## src/rbu_pkg.sv

```systemverilog
`timescale 1ns / 1ps
// ----------------------------------------------------------------------------
// rbu_pkg
// Shared types and constants of the run-length bitmap unpacker.
// ----------------------------------------------------------------------------
package rbu_pkg;

	localparam int unsigned OFFSET_BITS_DEF = 24;
	localparam int unsigned DEST_OFFSET_W   = 24;
	localparam int unsigned FILL_LENGTH_W   = 15;
	localparam int unsigned CMD_FIFO_DEPTH  = 4;

	// Short opcodes
	localparam logic [7:0]  OP_RUN       = 8'h00;
	localparam logic [7:0]  OP_LONG      = 8'h80;
	localparam logic [7:0]  OP_SKIP_MASK = 8'h7f;

	// Long code classes
	localparam logic [15:0] LONG_END      = 16'h0000;
	localparam logic [15:0] LONG_COPY_MIN = 16'h8000;
	localparam logic [15:0] LONG_RUN_MIN  = 16'hC000;
	localparam logic [15:0] LONG_COPY_MSK = 16'h7fff;
	localparam logic [15:0] LONG_RUN_MSK  = 16'h3fff;

	typedef struct packed {
		logic [7:0] src_byte;
		logic       image_start;
	} rbu_in_t;

	typedef struct packed {
		logic [7:0]               fill_value;
		logic [FILL_LENGTH_W-1:0] fill_length;
		logic [DEST_OFFSET_W-1:0] dest_offset;
		logic                     image_done;
	} rbu_out_t;

	// Write command from the parser to the offset stage
	typedef struct packed {
		logic [7:0]               value;
		logic [FILL_LENGTH_W-1:0] length;
		logic                     done;
		logic                     restart;  // offset restarts at zero first
	} rbu_cmd_t;

endpackage

```

## src/rbu_front.sv

```systemverilog
`timescale 1ns / 1ps
// ----------------------------------------------------------------------------
// rbu_front
// Byte parser: walks the opcode stream and turns it into write commands.
// ----------------------------------------------------------------------------
module rbu_front (
	input  logic             clk,
	input  logic             arst_n,
	input  logic             accept,
	input  rbu_pkg::rbu_in_t in_item,
	output logic             cmd_push,
	output rbu_pkg::rbu_cmd_t cmd
);
	import rbu_pkg::*;

	typedef enum logic [7:0] {
		PH_OPCODE     = 8'b0000_0001,
		PH_RUN_COUNT  = 8'b0000_0010,
		PH_RUN_VALUE  = 8'b0000_0100,
		PH_COPY       = 8'b0000_1000,
		PH_LONG_LO    = 8'b0001_0000,
		PH_LONG_HI    = 8'b0010_0000,
		PH_LONG_VALUE = 8'b0100_0000,
		PH_DONE       = 8'b1000_0000
	} rbu_phase_t;

	rbu_phase_t               phase_q, phase, phase_d;
	logic [FILL_LENGTH_W-1:0] pending_q, pend, pending_d;
	logic [7:0]               long_lo_q, lo, long_lo_d;
	logic                     restart_pend_q;
	logic [7:0]               b;
	logic [15:0]              code;
	logic                     emit;
	logic [7:0]               e_value;
	logic [FILL_LENGTH_W-1:0] e_length;
	logic                     e_done;

	assign b    = in_item.src_byte;
	assign code = {b, lo};

	always_comb begin
		// a new image restarts the parser before the byte is looked at
		phase     = in_item.image_start ? PH_OPCODE : phase_q;
		pend      = in_item.image_start ? '0 : pending_q;
		lo        = in_item.image_start ? 8'h00 : long_lo_q;
		phase_d   = phase;
		pending_d = pend;
		long_lo_d = lo;
		emit      = 1'b0;
		e_value   = 8'h00;
		e_length  = '0;
		e_done    = 1'b0;
		unique case (phase)
			PH_OPCODE: begin
				if (b == OP_RUN) begin
					phase_d = PH_RUN_COUNT;
				end else if (b < OP_LONG) begin
					pending_d = FILL_LENGTH_W'(b);
					phase_d   = PH_COPY;
				end else if (b > OP_LONG) begin
					emit     = 1'b1;
					e_length = FILL_LENGTH_W'(b & OP_SKIP_MASK);
				end else begin
					phase_d = PH_LONG_LO;
				end
			end
			PH_RUN_COUNT: begin
				pending_d = FILL_LENGTH_W'(b);
				phase_d   = PH_RUN_VALUE;
			end
			PH_RUN_VALUE, PH_LONG_VALUE: begin
				phase_d  = PH_OPCODE;
				emit     = (pend != '0);
				e_value  = b;
				e_length = pend;
			end
			PH_COPY: begin
				pending_d = (pend != '0) ? pend - FILL_LENGTH_W'(1) : pend;
				if (pending_d == '0) begin
					phase_d = PH_OPCODE;
				end
				emit     = 1'b1;
				e_value  = b;
				e_length = FILL_LENGTH_W'(1);
			end
			PH_LONG_LO: begin
				long_lo_d = b;
				phase_d   = PH_LONG_HI;
			end
			PH_LONG_HI: begin
				phase_d = PH_OPCODE;
				if (code == LONG_END) begin
					phase_d = PH_DONE;
					emit    = 1'b1;
					e_done  = 1'b1;
				end else if (code < LONG_COPY_MIN) begin
					emit     = 1'b1;
					e_length = FILL_LENGTH_W'(code);
				end else if (code < LONG_RUN_MIN) begin
					pending_d = FILL_LENGTH_W'(code & LONG_COPY_MSK);
					if (pending_d != '0) begin
						phase_d = PH_COPY;
					end
				end else begin
					pending_d = FILL_LENGTH_W'(code & LONG_RUN_MSK);
					phase_d   = PH_LONG_VALUE;
				end
			end
			default: ;  // image ended: bytes dropped until the next start
		endcase
	end

	assign cmd_push    = accept && emit;
	assign cmd.value   = e_value;
	assign cmd.length  = e_length;
	assign cmd.done    = e_done;
	assign cmd.restart = in_item.image_start || restart_pend_q;

	always_ff @(posedge clk or negedge arst_n) begin
		if (!arst_n) begin
			phase_q        <= PH_OPCODE;
			pending_q      <= '0;
			long_lo_q      <= 8'h00;
			restart_pend_q <= 1'b0;
		end else if (accept) begin
			phase_q        <= phase_d;
			pending_q      <= pending_d;
			long_lo_q      <= long_lo_d;
			// an image start that emits nothing hands the restart on
			restart_pend_q <= emit ? 1'b0 : cmd.restart;
		end
	end

	a_done_parks: assert property (@(posedge clk) disable iff (!arst_n)
		cmd_push && cmd.done |=> phase_q == PH_DONE)
		else $error("parser not parked after end of image");

	a_copy_nonzero: assert property (@(posedge clk) disable iff (!arst_n)
		phase_q == PH_COPY |-> pending_q != '0)
		else $error("copy phase with no literals left");

endmodule

```

## src/rbu_cmd_fifo.sv

```systemverilog
`timescale 1ns / 1ps
// ----------------------------------------------------------------------------
// rbu_cmd_fifo
// Short command queue between the parser and the offset stage.
// ----------------------------------------------------------------------------
module rbu_cmd_fifo #(
	parameter int unsigned DEPTH = rbu_pkg::CMD_FIFO_DEPTH
) (
	input  logic              clk,
	input  logic              arst_n,
	input  logic              push,
	input  rbu_pkg::rbu_cmd_t wr_cmd,
	output logic              full,
	input  logic              pop,
	output rbu_pkg::rbu_cmd_t rd_cmd,
	output logic              empty
);
	import rbu_pkg::*;

	localparam int unsigned PTR_W = (DEPTH > 1) ? $clog2(DEPTH) : 1;

	rbu_cmd_t           mem_q [DEPTH];
	logic [PTR_W-1:0]   wr_ptr_q, rd_ptr_q;
	logic [PTR_W:0]     count_q;
	logic               do_push, do_pop;

	assign full    = (count_q == (PTR_W+1)'(DEPTH));
	assign empty   = (count_q == '0);
	assign do_push = push && !full;
	assign do_pop  = pop && !empty;
	assign rd_cmd  = mem_q[rd_ptr_q];

	always_ff @(posedge clk) begin
		if (do_push) begin
			mem_q[wr_ptr_q] <= wr_cmd;
		end
	end

	always_ff @(posedge clk or negedge arst_n) begin
		if (!arst_n) begin
			wr_ptr_q <= '0;
			rd_ptr_q <= '0;
			count_q  <= '0;
		end else begin
			if (do_push) begin
				wr_ptr_q <= (wr_ptr_q == PTR_W'(DEPTH - 1)) ? '0 : wr_ptr_q + PTR_W'(1);
			end
			if (do_pop) begin
				rd_ptr_q <= (rd_ptr_q == PTR_W'(DEPTH - 1)) ? '0 : rd_ptr_q + PTR_W'(1);
			end
			if (do_push && !do_pop) begin
				count_q <= count_q + (PTR_W+1)'(1);
			end else if (do_pop && !do_push) begin
				count_q <= count_q - (PTR_W+1)'(1);
			end
		end
	end

	a_count_bound: assert property (@(posedge clk) disable iff (!arst_n)
		count_q <= (PTR_W+1)'(DEPTH))
		else $error("command queue over depth");

endmodule

```

## src/rbu_back.sv

```systemverilog
`timescale 1ns / 1ps
// ----------------------------------------------------------------------------
// rbu_back
// Offset stage: places each command at the running destination offset and
// holds the finished request in the output register.
// ----------------------------------------------------------------------------
module rbu_back #(
	parameter int unsigned OFFSET_BITS = rbu_pkg::OFFSET_BITS_DEF
) (
	input  logic              clk,
	input  logic              arst_n,
	input  logic              cmd_empty,
	input  rbu_pkg::rbu_cmd_t cmd,
	output logic              cmd_pop,
	output logic              empty,
	input  logic              pop,
	output rbu_pkg::rbu_out_t out_item
);
	import rbu_pkg::*;

	logic [OFFSET_BITS-1:0] offset_q, base;
	logic                   out_valid_q;
	rbu_out_t               out_q;

	assign empty    = !out_valid_q;
	assign out_item = out_q;
	assign cmd_pop  = !cmd_empty && (!out_valid_q || pop);
	assign base     = cmd.restart ? '0 : offset_q;

	always_ff @(posedge clk) begin
		if (cmd_pop) begin
			out_q.fill_value  <= cmd.value;
			out_q.fill_length <= cmd.length;
			out_q.dest_offset <= DEST_OFFSET_W'(base);
			out_q.image_done  <= cmd.done;
		end
	end

	always_ff @(posedge clk or negedge arst_n) begin
		if (!arst_n) begin
			out_valid_q <= 1'b0;
			offset_q    <= '0;
		end else begin
			if (cmd_pop) begin
				out_valid_q <= 1'b1;
				offset_q    <= base + OFFSET_BITS'(cmd.length);
			end else if (pop) begin
				out_valid_q <= 1'b0;
			end
		end
	end

	a_len_vs_done: assert property (@(posedge clk) disable iff (!arst_n)
		out_valid_q |-> ((out_q.fill_length == '0) == out_q.image_done))
		else $error("zero length request without end of image");

endmodule

```

## src/rle_bitmap_unpacker.sv

```systemverilog
`timescale 1ns / 1ps
// ----------------------------------------------------------------------------
// rle_bitmap_unpacker
// Run-length decoder that turns a packed bitmap byte stream into write
// requests (value, length, destination offset) for a bitmap writer.
// ----------------------------------------------------------------------------
// Usage:
//   Input channel: present one packed byte on in_data with push high; it is
//   taken at a rising edge where push is high and full is low. Set
//   in_data.image_start on the first byte of each image; it clears the
//   parser and restarts the destination offset at zero.
//   Output channel: while empty is low, out_data holds the oldest write
//   request; it is taken at a rising edge where pop is high.
//   Each byte yields zero or one request. Zero-length runs, copies and skips
//   yield nothing. The end-of-image long code yields one request with
//   fill_length 0 and image_done set; bytes after it are dropped until the
//   next image start.
//   Throughput: one byte per cycle, sustained, as long as pop keeps up.
//   Path: a byte's request goes from the parser into the command queue,
//   then the offset stage moves it into the output register.
//   Stalls: when pop stays low the output register holds, the command queue
//   (four entries) fills, and full rises; bytes that emit nothing are also
//   held back while full is high.
//   Reset (arst_n low) empties the queue and the output register, puts the
//   parser at the opcode phase and the offset at zero.
// ----------------------------------------------------------------------------
module rle_bitmap_unpacker #(
	parameter int unsigned OFFSET_BITS = rbu_pkg::OFFSET_BITS_DEF
) (
	input  logic              clk,
	input  logic              arst_n,
	input  logic              push,
	output logic              full,
	input  rbu_pkg::rbu_in_t  in_data,
	output logic              empty,
	input  logic              pop,
	output rbu_pkg::rbu_out_t out_data
);
	import rbu_pkg::*;

	logic     accept;
	logic     cmd_push, cmd_full, cmd_pop, cmd_empty;
	rbu_cmd_t cmd_wr, cmd_rd;

	// full reflects the queue alone, so a byte is never half-taken
	assign full   = cmd_full;
	assign accept = push && !cmd_full;

	// front: byte parser, classifies opcodes and builds write commands
	rbu_front u_front (
		.clk      (clk),
		.arst_n   (arst_n),
		.accept   (accept),
		.in_item  (in_data),
		.cmd_push (cmd_push),
		.cmd      (cmd_wr)
	);

	// decoupling queue between the parser and the offset stage
	rbu_cmd_fifo #(
		.DEPTH (CMD_FIFO_DEPTH)
	) u_fifo (
		.clk    (clk),
		.arst_n (arst_n),
		.push   (cmd_push),
		.wr_cmd (cmd_wr),
		.full   (cmd_full),
		.pop    (cmd_pop),
		.rd_cmd (cmd_rd),
		.empty  (cmd_empty)
	);

	// back: running destination offset and the output register
	rbu_back #(
		.OFFSET_BITS (OFFSET_BITS)
	) u_back (
		.clk       (clk),
		.arst_n    (arst_n),
		.cmd_empty (cmd_empty),
		.cmd       (cmd_rd),
		.cmd_pop   (cmd_pop),
		.empty     (empty),
		.pop       (pop),
		.out_item  (out_data)
	);

endmodule

```

## config.mk

```make
export PLATFORM = sky130hd
export DESIGN_NAME = rle_bitmap_unpacker
export DESIGN_NICKNAME = d
export VERILOG_FILES = /design/src/rbu_pkg.sv /design/src/rbu_front.sv /design/src/rbu_cmd_fifo.sv /design/src/rbu_back.sv /design/src/rle_bitmap_unpacker.sv
export SDC_FILE = /design/constraint.sdc
export NUM_CORES = 1
export LEC_CHECK = 0
export ABC_AREA = 1
export BUFFER_PORTS_ARGS = -buffer_cell sky130_fd_sc_hd__buf_2
export CORE_ASPECT_RATIO = 1.75
export CORE_MARGIN = 1
export CORE_UTILIZATION = 45
export CTS_CLUSTER_SIZE = 30
export DETAILED_ROUTE_END_ITERATION = 16
export GPL_TIMING_DRIVEN = 1
export HOLD_SLACK_MARGIN = 0.02
export REMOVE_ABC_BUFFERS = 1
export SLEW_MARGIN = 20
export SYNTH_ARGS = -nofsm -noshare
export SYNTH_HDL_FRONTEND = slang
export SYNTH_SLANG_ARGS = --single-unit
```

## constraint.sdc

```tcl
create_clock -name clk -period 4.07 [get_ports clk]
set_input_delay 0.407 -clock clk [delete_from_list [all_inputs] [get_ports clk]]
set_output_delay 0.407 -clock clk [all_outputs]
set_load 0.1 [all_outputs]
```

==> results.toml, run 1 <==
[route]
drt-pass1-iter-count = 5
wl_per_cell_um = 17.9
drc = 0
wl_mm = 25.6
num_vias = 7645
post_drt_via_cell_ratio = 5.37
drtIter0Drc = 415
ant_nets = 0

[timing]
finalSetupViolCount = 0
finalHoldWorstSlack_ns = 0.201
slew_headroom_pct = 49.7
period_needed_ns = 3.55
timing.fmax_mhz = 282
clock_skew_ns = 0.0140
layout_setup_ws_ns = 0.525
post-route-period-util_pct = 87.1
worst_pin_slew_ns = 0.754
grt_setup_unrepaired = "no"
hold_viol_final = 0
slew_viol_final = 0

[die]
core_um2 = 22300
row_count = 72
die-area_um2 = 23600
die_x_um = 116
die_h_um = 202
start_util_pct = 46.4
pin_count = 63

[power]
pwr_density_cell_nw_per_um2 = 898
power_uw = 10500
power_leakage_uw = 0.00485
peakVddDrop_mv = 0.379

[cts]
clkTransAtPathRegs_ns = 0.06
cts_root_buffer = "clkbuf_16"
holdBufCountCts = 1
cts_htree_levels = 1
ctsResizeCount = 0
clock_latency_ns = 0.51
cts_tree = "built"
numCtsBuffers = 22
cts_setup_buffers = 0
cts.sinks = 212
clockBufferDepth = 3

[setup_path]
r2r_slack_ns = 0.52
startpoint_type = "flip-flop"
cpMaxStageDelayCell = "dfrtp_1"
cp-end-kind = "flip-flop"
critical_path_buf_inv_count = 3
ff2ff_path_depth = 16
reg2reg_from = "u_fifo.rd_ptr_q[0]$_DFFE_PN0P_"
crit_required_ns = 4.46
crit_family = "compound AO/OA/AOI/OAI gates"
cpMostUsedCell = "nand2_1"
worstPathMaxFanout = 27
slowest_delay_ns = 0.55
path_cells = "inv_2 > buf_4 > o21ai_0 > o22ai_1 > ha_1 > inv_1 > fa_1 > nand3b_1 > nand2_1 > a31oi_1 > o21bai_1 > a21oi_1 > o21ai_2 > nand2_1 > nand3_1 > nand2_1"
critPathArrivalTime_ns = 3.94
cp.depth = 16
timing.rr.end = "u_back.offset_q[16]$_DFFE_PN0P_"
crit_type = "reg -> reg"

[placement]
portBuffers = 62
post-dp-hpwl_mm = 18.3
place_worst_setup_slack_ns = 0.396
gp_routability_congestion = 0.969

[global_routing]
grt_max_degree = 40
grtUsageTotal_pct = 22.5
grt_pass1_vias = 7660
met2_usage_pct = 40.6
gr-max-usage-layer = "met2"
overflow = 0
antenna_found_initial = 0
grtUsageMet1_pct = 23.9
gr-usage-met3_pct = 3.45
grt_pass1_wl_mm = 40.3

[logic_synthesis]
avgSynthCellArea_um2 = 9.84
synth.top_cell.area_share_pct = 43.1
yosysMostFrequentCell = "nand2_1"
synth_ff_type = "edfxtp_1"
ys_warn_count = 0
yosys_register_bits = 212
ys_seq_area_share_pct = 58.6
synth_edf_count = 148
post_synth_main_area_contributors = "edfxtp_1 (43%), dfrtp_1 (15%), nand2_1 (6.6%)"
synthesis.area_um2 = 10300
syn_inst = 1048
synthArstFlopShare_pct = 30.2
synth_top_area_cell = "edfxtp_1"
synthTopCellsByCount = "nand2_1 (181), edfxtp_1 (148), nor2_1 (134)"
synthDistinctLibCells = 54

[outcome]
status = "completed"

[layout]
area_growth_pct = 13.0
nets = 1148
insertedDiodeCount = 0
final_core_util_pct = 52.4
drive_gt1_share_pct = 16.0

[hold_path]
hold_path_end = "u_back.out_valid_q$_DFFE_PN0P_"
hold-path-cell-count = 4
min_from = "pop"
min_path_type = "in -> reg"

[job]
maxCapViolCount = 0
==> through the flow <==
stage | std cells | setup TNS [ns] | cell area, um2
finish | 1424 | 0 | 11700
global route | 1424 | 0 | 11700
CTS | 1424 | 0 | 11700
detailed placement | 1383 | 0 | 10900
global placement | 1383 | 0 | 10900
floorplan | 1010 | -127.16 | 10100
==> cells in the final DEF (no fill, tap or decap), types with 5 or more instances in the layout <==
master / count
nand2_1: 181
edfxtp_1: 148
nor2_1: 129
inv_1: 97
o21ai_0: 92
dfrtp_1: 63
buf_2: 62
a21oi_1: 49
o22ai_1: 36
nand3_1: 28
clkbuf_16: 23
ha_1: 21
nand4_1: 16
buf_4: 15
nor2_2: 13
nand2_2: 12
inv_2: 11
xor2_1: 11
a31oi_1: 11
nor3_1: 9
o21ai_1: 9
a21oi_2: 7
xnor2_1: 7
nand3b_1: 6
a32oi_1: 5
nor2_4: 5
==> layer usage <==
metal / wire, um / vias up
met5: 0 / -
met3: 1070 / 88
met1: 9400 / 3612
met2: 13600 / 204
li1: - / 3741
met4: 1520 / 0
==> worst register-to-register path: stages, from the launching register on <==
cell and delay [ns]:
dfrtp_1 0.55, inv_2 0.14, buf_4 0.28, o21ai_0 0.12, o22ai_1 0.18, ha_1 0.21
inv_1 0.07, fa_1 0.43, nand3b_1 0.18, nand2_1 0.12, a31oi_1 0.17, o21bai_1 0.25
a21oi_1 0.18, o21ai_2 0.35, nand2_1 0.09, nand3_1 0.08, nand2_1 0.05
==> kinds of logic after synthesis <==
kind of cell | count (synthesis) | synth area share, %
and+or+nand+nor | 411 | 17.6
AOI/OAI and AO/OA | 234 | 13.2
DFF | 212 | 58.6
buffers and inverters | 149 | 5.98
adders and majority gates | 23 | 2.94
xor gates and xnor gates | 18 | 1.53
muxes | 1 | 0.109
==> registers in the layout (all words and copies together), names as in the netlist <==
signal and flops:
u_front.phase_q 8, u_front.long_lo_q 8, u_front.restart_pend_q 1, u_back.offset_q 24, u_back.out_valid_q 1, u_fifo.rd_ptr_q 2, u_back.out_item 48, u_fifo.count_q 3
u_fifo.wr_ptr_q 2, u_front.pending_q 15, u_fifo.mem_q 100
==> how the worst max path moves through the flow <==
| stage | from | to | slack (ns) |
|---|---|---|---|
| after floorplan | u_fifo.count_q[0]$_DFFE_PN0P_ | u_fifo.count_q[1]$_DFFE_PN0P_ | -1.40 |
| after global placement | in_data[0] | u_fifo.count_q[1]$_DFFE_PN0P_ | 0.38 |
| after detailed placement | in_data[0] | u_fifo.count_q[1]$_DFFE_PN0P_ | 0.40 |
| after CTS | u_fifo.rd_ptr_q[0]$_DFFE_PN0P_ | u_back.offset_q[16]$_DFFE_PN0P_ | 0.48 |
| after global routing | u_fifo.rd_ptr_q[0]$_DFFE_PN0P_ | u_back.offset_q[18]$_DFFE_PN0P_ | 0.14 |
| final | u_fifo.rd_ptr_q[0]$_DFFE_PN0P_ | u_back.offset_q[16]$_DFFE_PN0P_ | 0.52 |
==> power breakdown <==
group          total (uW)  internal [uW]  leakage (uW)  switching, uW
combinational        5240           1230       0.00231           4010
sequential           3250           2980       0.00220            270
clock                1970           1140      0.000338            828
==> area by class of cell <==
cell class	instances	area (um2)
multi-input combinational	687	3670
sequential	212	6050
tap	296	370
inverter	111	419
clock buffer	29	618
fill	2048	10600
clock inverter	11	93.8
timing repair buffer	78	433
Note: power is estimated with default switching activity, not from simulation.
==> run 2, diff against run 1 <==
--- a/config.mk
+++ b/config.mk
@@ -14,7 +14,6 @@
 export DETAILED_ROUTE_END_ITERATION = 16
 export GPL_TIMING_DRIVEN = 1
 export HOLD_SLACK_MARGIN = 0.02
-export REMOVE_ABC_BUFFERS = 1
 export SLEW_MARGIN = 20
 export SYNTH_ARGS = -nofsm -noshare
 export SYNTH_HDL_FRONTEND = slang
==> run 2 against run 1 <==
  * Core utilization grew 0.18 points
  * Critical endpoint is now u_back.offset_q[11]$_DFFE_PN0P_
  * Routed wire length grew 0.90%
  * Critical path depth grew 1
  * Design area grew 0.34%
  * Via count grew 0.56%
  * Worst hold slack gained 0.019 ns
  * Highest routed layer unchanged
  * Die area is the same
  * Global-route usage grew 0.51 points
  * Setup slack lost 0.011 ns
  * Largest cell class unchanged
  * Cell count is essentially flat
  * Sequential share of layout area shrank 0.18 points
  * Count of clock-buffer cells in the layout shrank 3
==> results.toml, run 2 (same netlist as run 1, synthesis figures left out) <==
[layout]
largest_reg_flops = 100
area_growth_pct = 13.4
nets = 1150
insertedDiodeCount = 0
design_area_um2 = 11700
final_core_util_pct = 52.5
drive_gt1_share_pct = 16.2
layout_common_cells = "nand2_1 (181), edfxtp_1 (148), nor2_1 (129)"
fillers = 2068
final_common_cell = "nand2_1"
fin_cells = 1425
regMostFlops = "u_fifo.mem_q"

[power]
peakVddDrop_mv = 0.458
power_leakage_uw = 0.00488
pwr_density_cell_nw_per_um2 = 907

[global_routing]
gr-usage-met3_pct = 2.55
grt_max_degree = 39
overflow = 0
gr-max-usage-layer = "met2"
antenna_found_initial = 0
grt_pass1_vias = 7839
grtUsageTotal_pct = 23.0
met2_usage_pct = 42.6
grtUsageMet1_pct = 25.6
grt_pass1_wl_mm = 41.2

[setup_path]
reg2reg_from = "u_fifo.rd_ptr_q[0]$_DFFE_PN0P_"
timing.rr.end = "u_back.offset_q[11]$_DFFE_PN0P_"
critPathArrivalTime_ns = 3.94
path_cells = "inv_2 > nand2_1 > nand3_1 > nand2_2 > inv_2 > buf_4 > nor2_1 > ha_1 > nand3_1 > nand3_1 > a21oi_1 > o21ai_1 > a21boi_0 > o21ai_0 > or2_2 > nand3_1 > nand2_1"
slowest_delay_ns = 0.42
crit_type = "reg -> reg"
r2r_slack_ns = 0.51
cpMostUsedCell = "nand3_1"
cpMaxStageDelayCell = "a21boi_0"
cp-end-kind = "flip-flop"
crit_required_ns = 4.45
ff2ff_path_depth = 17
worstPathMaxFanout = 23
startpoint_type = "flip-flop"

[die]
pin_count = 63
row_count = 72
start_util_pct = 46.4
die_x_um = 116
core_um2 = 22300
die-area_um2 = 23600
die_h_um = 202

[placement]
dp_cells = 1386
dpl_cell_area_um2 = 11000
gp_routability_congestion = 0.944
portBuffers = 62
post-dp-hpwl_mm = 18.5

[cts]
cts_tree = "built"
cts_setup_buffers = 0
numCtsBuffers = 21
clkTransAtPathRegs_ns = 0.06
clock_latency_ns = 0.52
clockBufferDepth = 3
cts_htree_levels = 1
cts.sinks = 212
cts_root_buffer = "clkbuf_16"

[timing]
hold_viol_final = 0
setup_tns_ns = 0
worst_pin_slew_ns = 0.701
clock_skew_ns = 0.0259
period_needed_ns = 3.56
grt_setup_unrepaired = "no"
slew_viol_final = 0
timing.fmax_mhz = 281
finalSetupViolCount = 0
post-route-period-util_pct = 87.4
slew_headroom_pct = 53.3

[route]
post_drt_via_cell_ratio = 5.40
drt-pass1-iter-count = 6
ant_nets = 0
wl_per_cell_um = 18.1
drc = 0
wl_mm = 25.8
num_vias = 7688
drtIter0Drc = 409

[hold_path]
hold_path_end = "u_front.pending_q[1]$_DFFE_PN0P_"
hold-path-cell-count = 3
min_from = "in_data[2]"
min_path_type = "in -> reg"

[job]
maxCapViolCount = 0

[logic_synthesis]
syn_nets = 1084

[outcome]
status = "completed"
run 2: what timing repair did:
action                    4_1_cts  5_1_grt
gates resized for setup         0        0
hold endpoints to repair       25        0
hold buffers                    1        0
run 2: critical path: cells and delay by family (launching register included):
kind                       cells  cell delay (ns)
buffers and inverters          3             0.62
adders and majority gates      1             0.34
DFF                            1             0.38
and+or+nand+nor                9             1.01
AOI/OAI and AO/OA              4             1.06
run 2: how the worst max path moves through the flow:
stage	startpoint	to
after global placement	u_fifo.rd_ptr_q[0]$_DFFE_PN0P_	u_back.offset_q[11]$_DFFE_PN0P_
final	u_fifo.rd_ptr_q[0]$_DFFE_PN0P_	u_back.offset_q[11]$_DFFE_PN0P_
after detailed placement	u_fifo.rd_ptr_q[0]$_DFFE_PN0P_	u_back.offset_q[11]$_DFFE_PN0P_
after global routing	u_fifo.rd_ptr_q[0]$_DFFE_PN0P_	u_back.offset_q[11]$_DFFE_PN0P_
after CTS	u_fifo.rd_ptr_q[0]$_DFFE_PN0P_	u_back.offset_q[11]$_DFFE_PN0P_
after floorplan	u_back.out_valid_q$_DFFE_PN0P_	u_back.out_item[0]$_DFFE_PP_
run 2: cell type report:
type / instances / area, um2 / share of cell area (%)
Clock inverter: 12 / 170 / 1.46
Timing Repair Buffer: 81 / 455 / 3.90
Tap cell: 296 / 370 / 3.17
Sequential cell: 212 / 6050 / 51.7
Multi-Input combinational cell: 687 / 3680 / 31.4
Clock buffer: 26 / 554 / 4.74
Inverter: 111 / 419 / 3.58
run 2: power by group:
| group | internal, uW | total [uW] | switching [uW] |
|---|---|---|---|
| clock | 1230 | 2050 | 816 |
| sequential | 2980 | 3230 | 253 |
| combinational | 1240 | 5320 | 4080 |
run 2: per-layer routing:
metal	part of all wire, %	wire [um]
met1	37	9580
met2	55	14100
met3	4.0	1020
met4	4.3	1100
met5	0	0
run 2: metrics by stage:
step	worst slack, ns	total power [uW]	hold slack, ns
global route	0.117	11300	0.236
global placement	0.610	8560	0.462
detailed placement	0.541	8610	0.465
CTS	0.499	10700	0.200
floorplan	0.740	7470	0.111
finish	0.514	10600	0.220
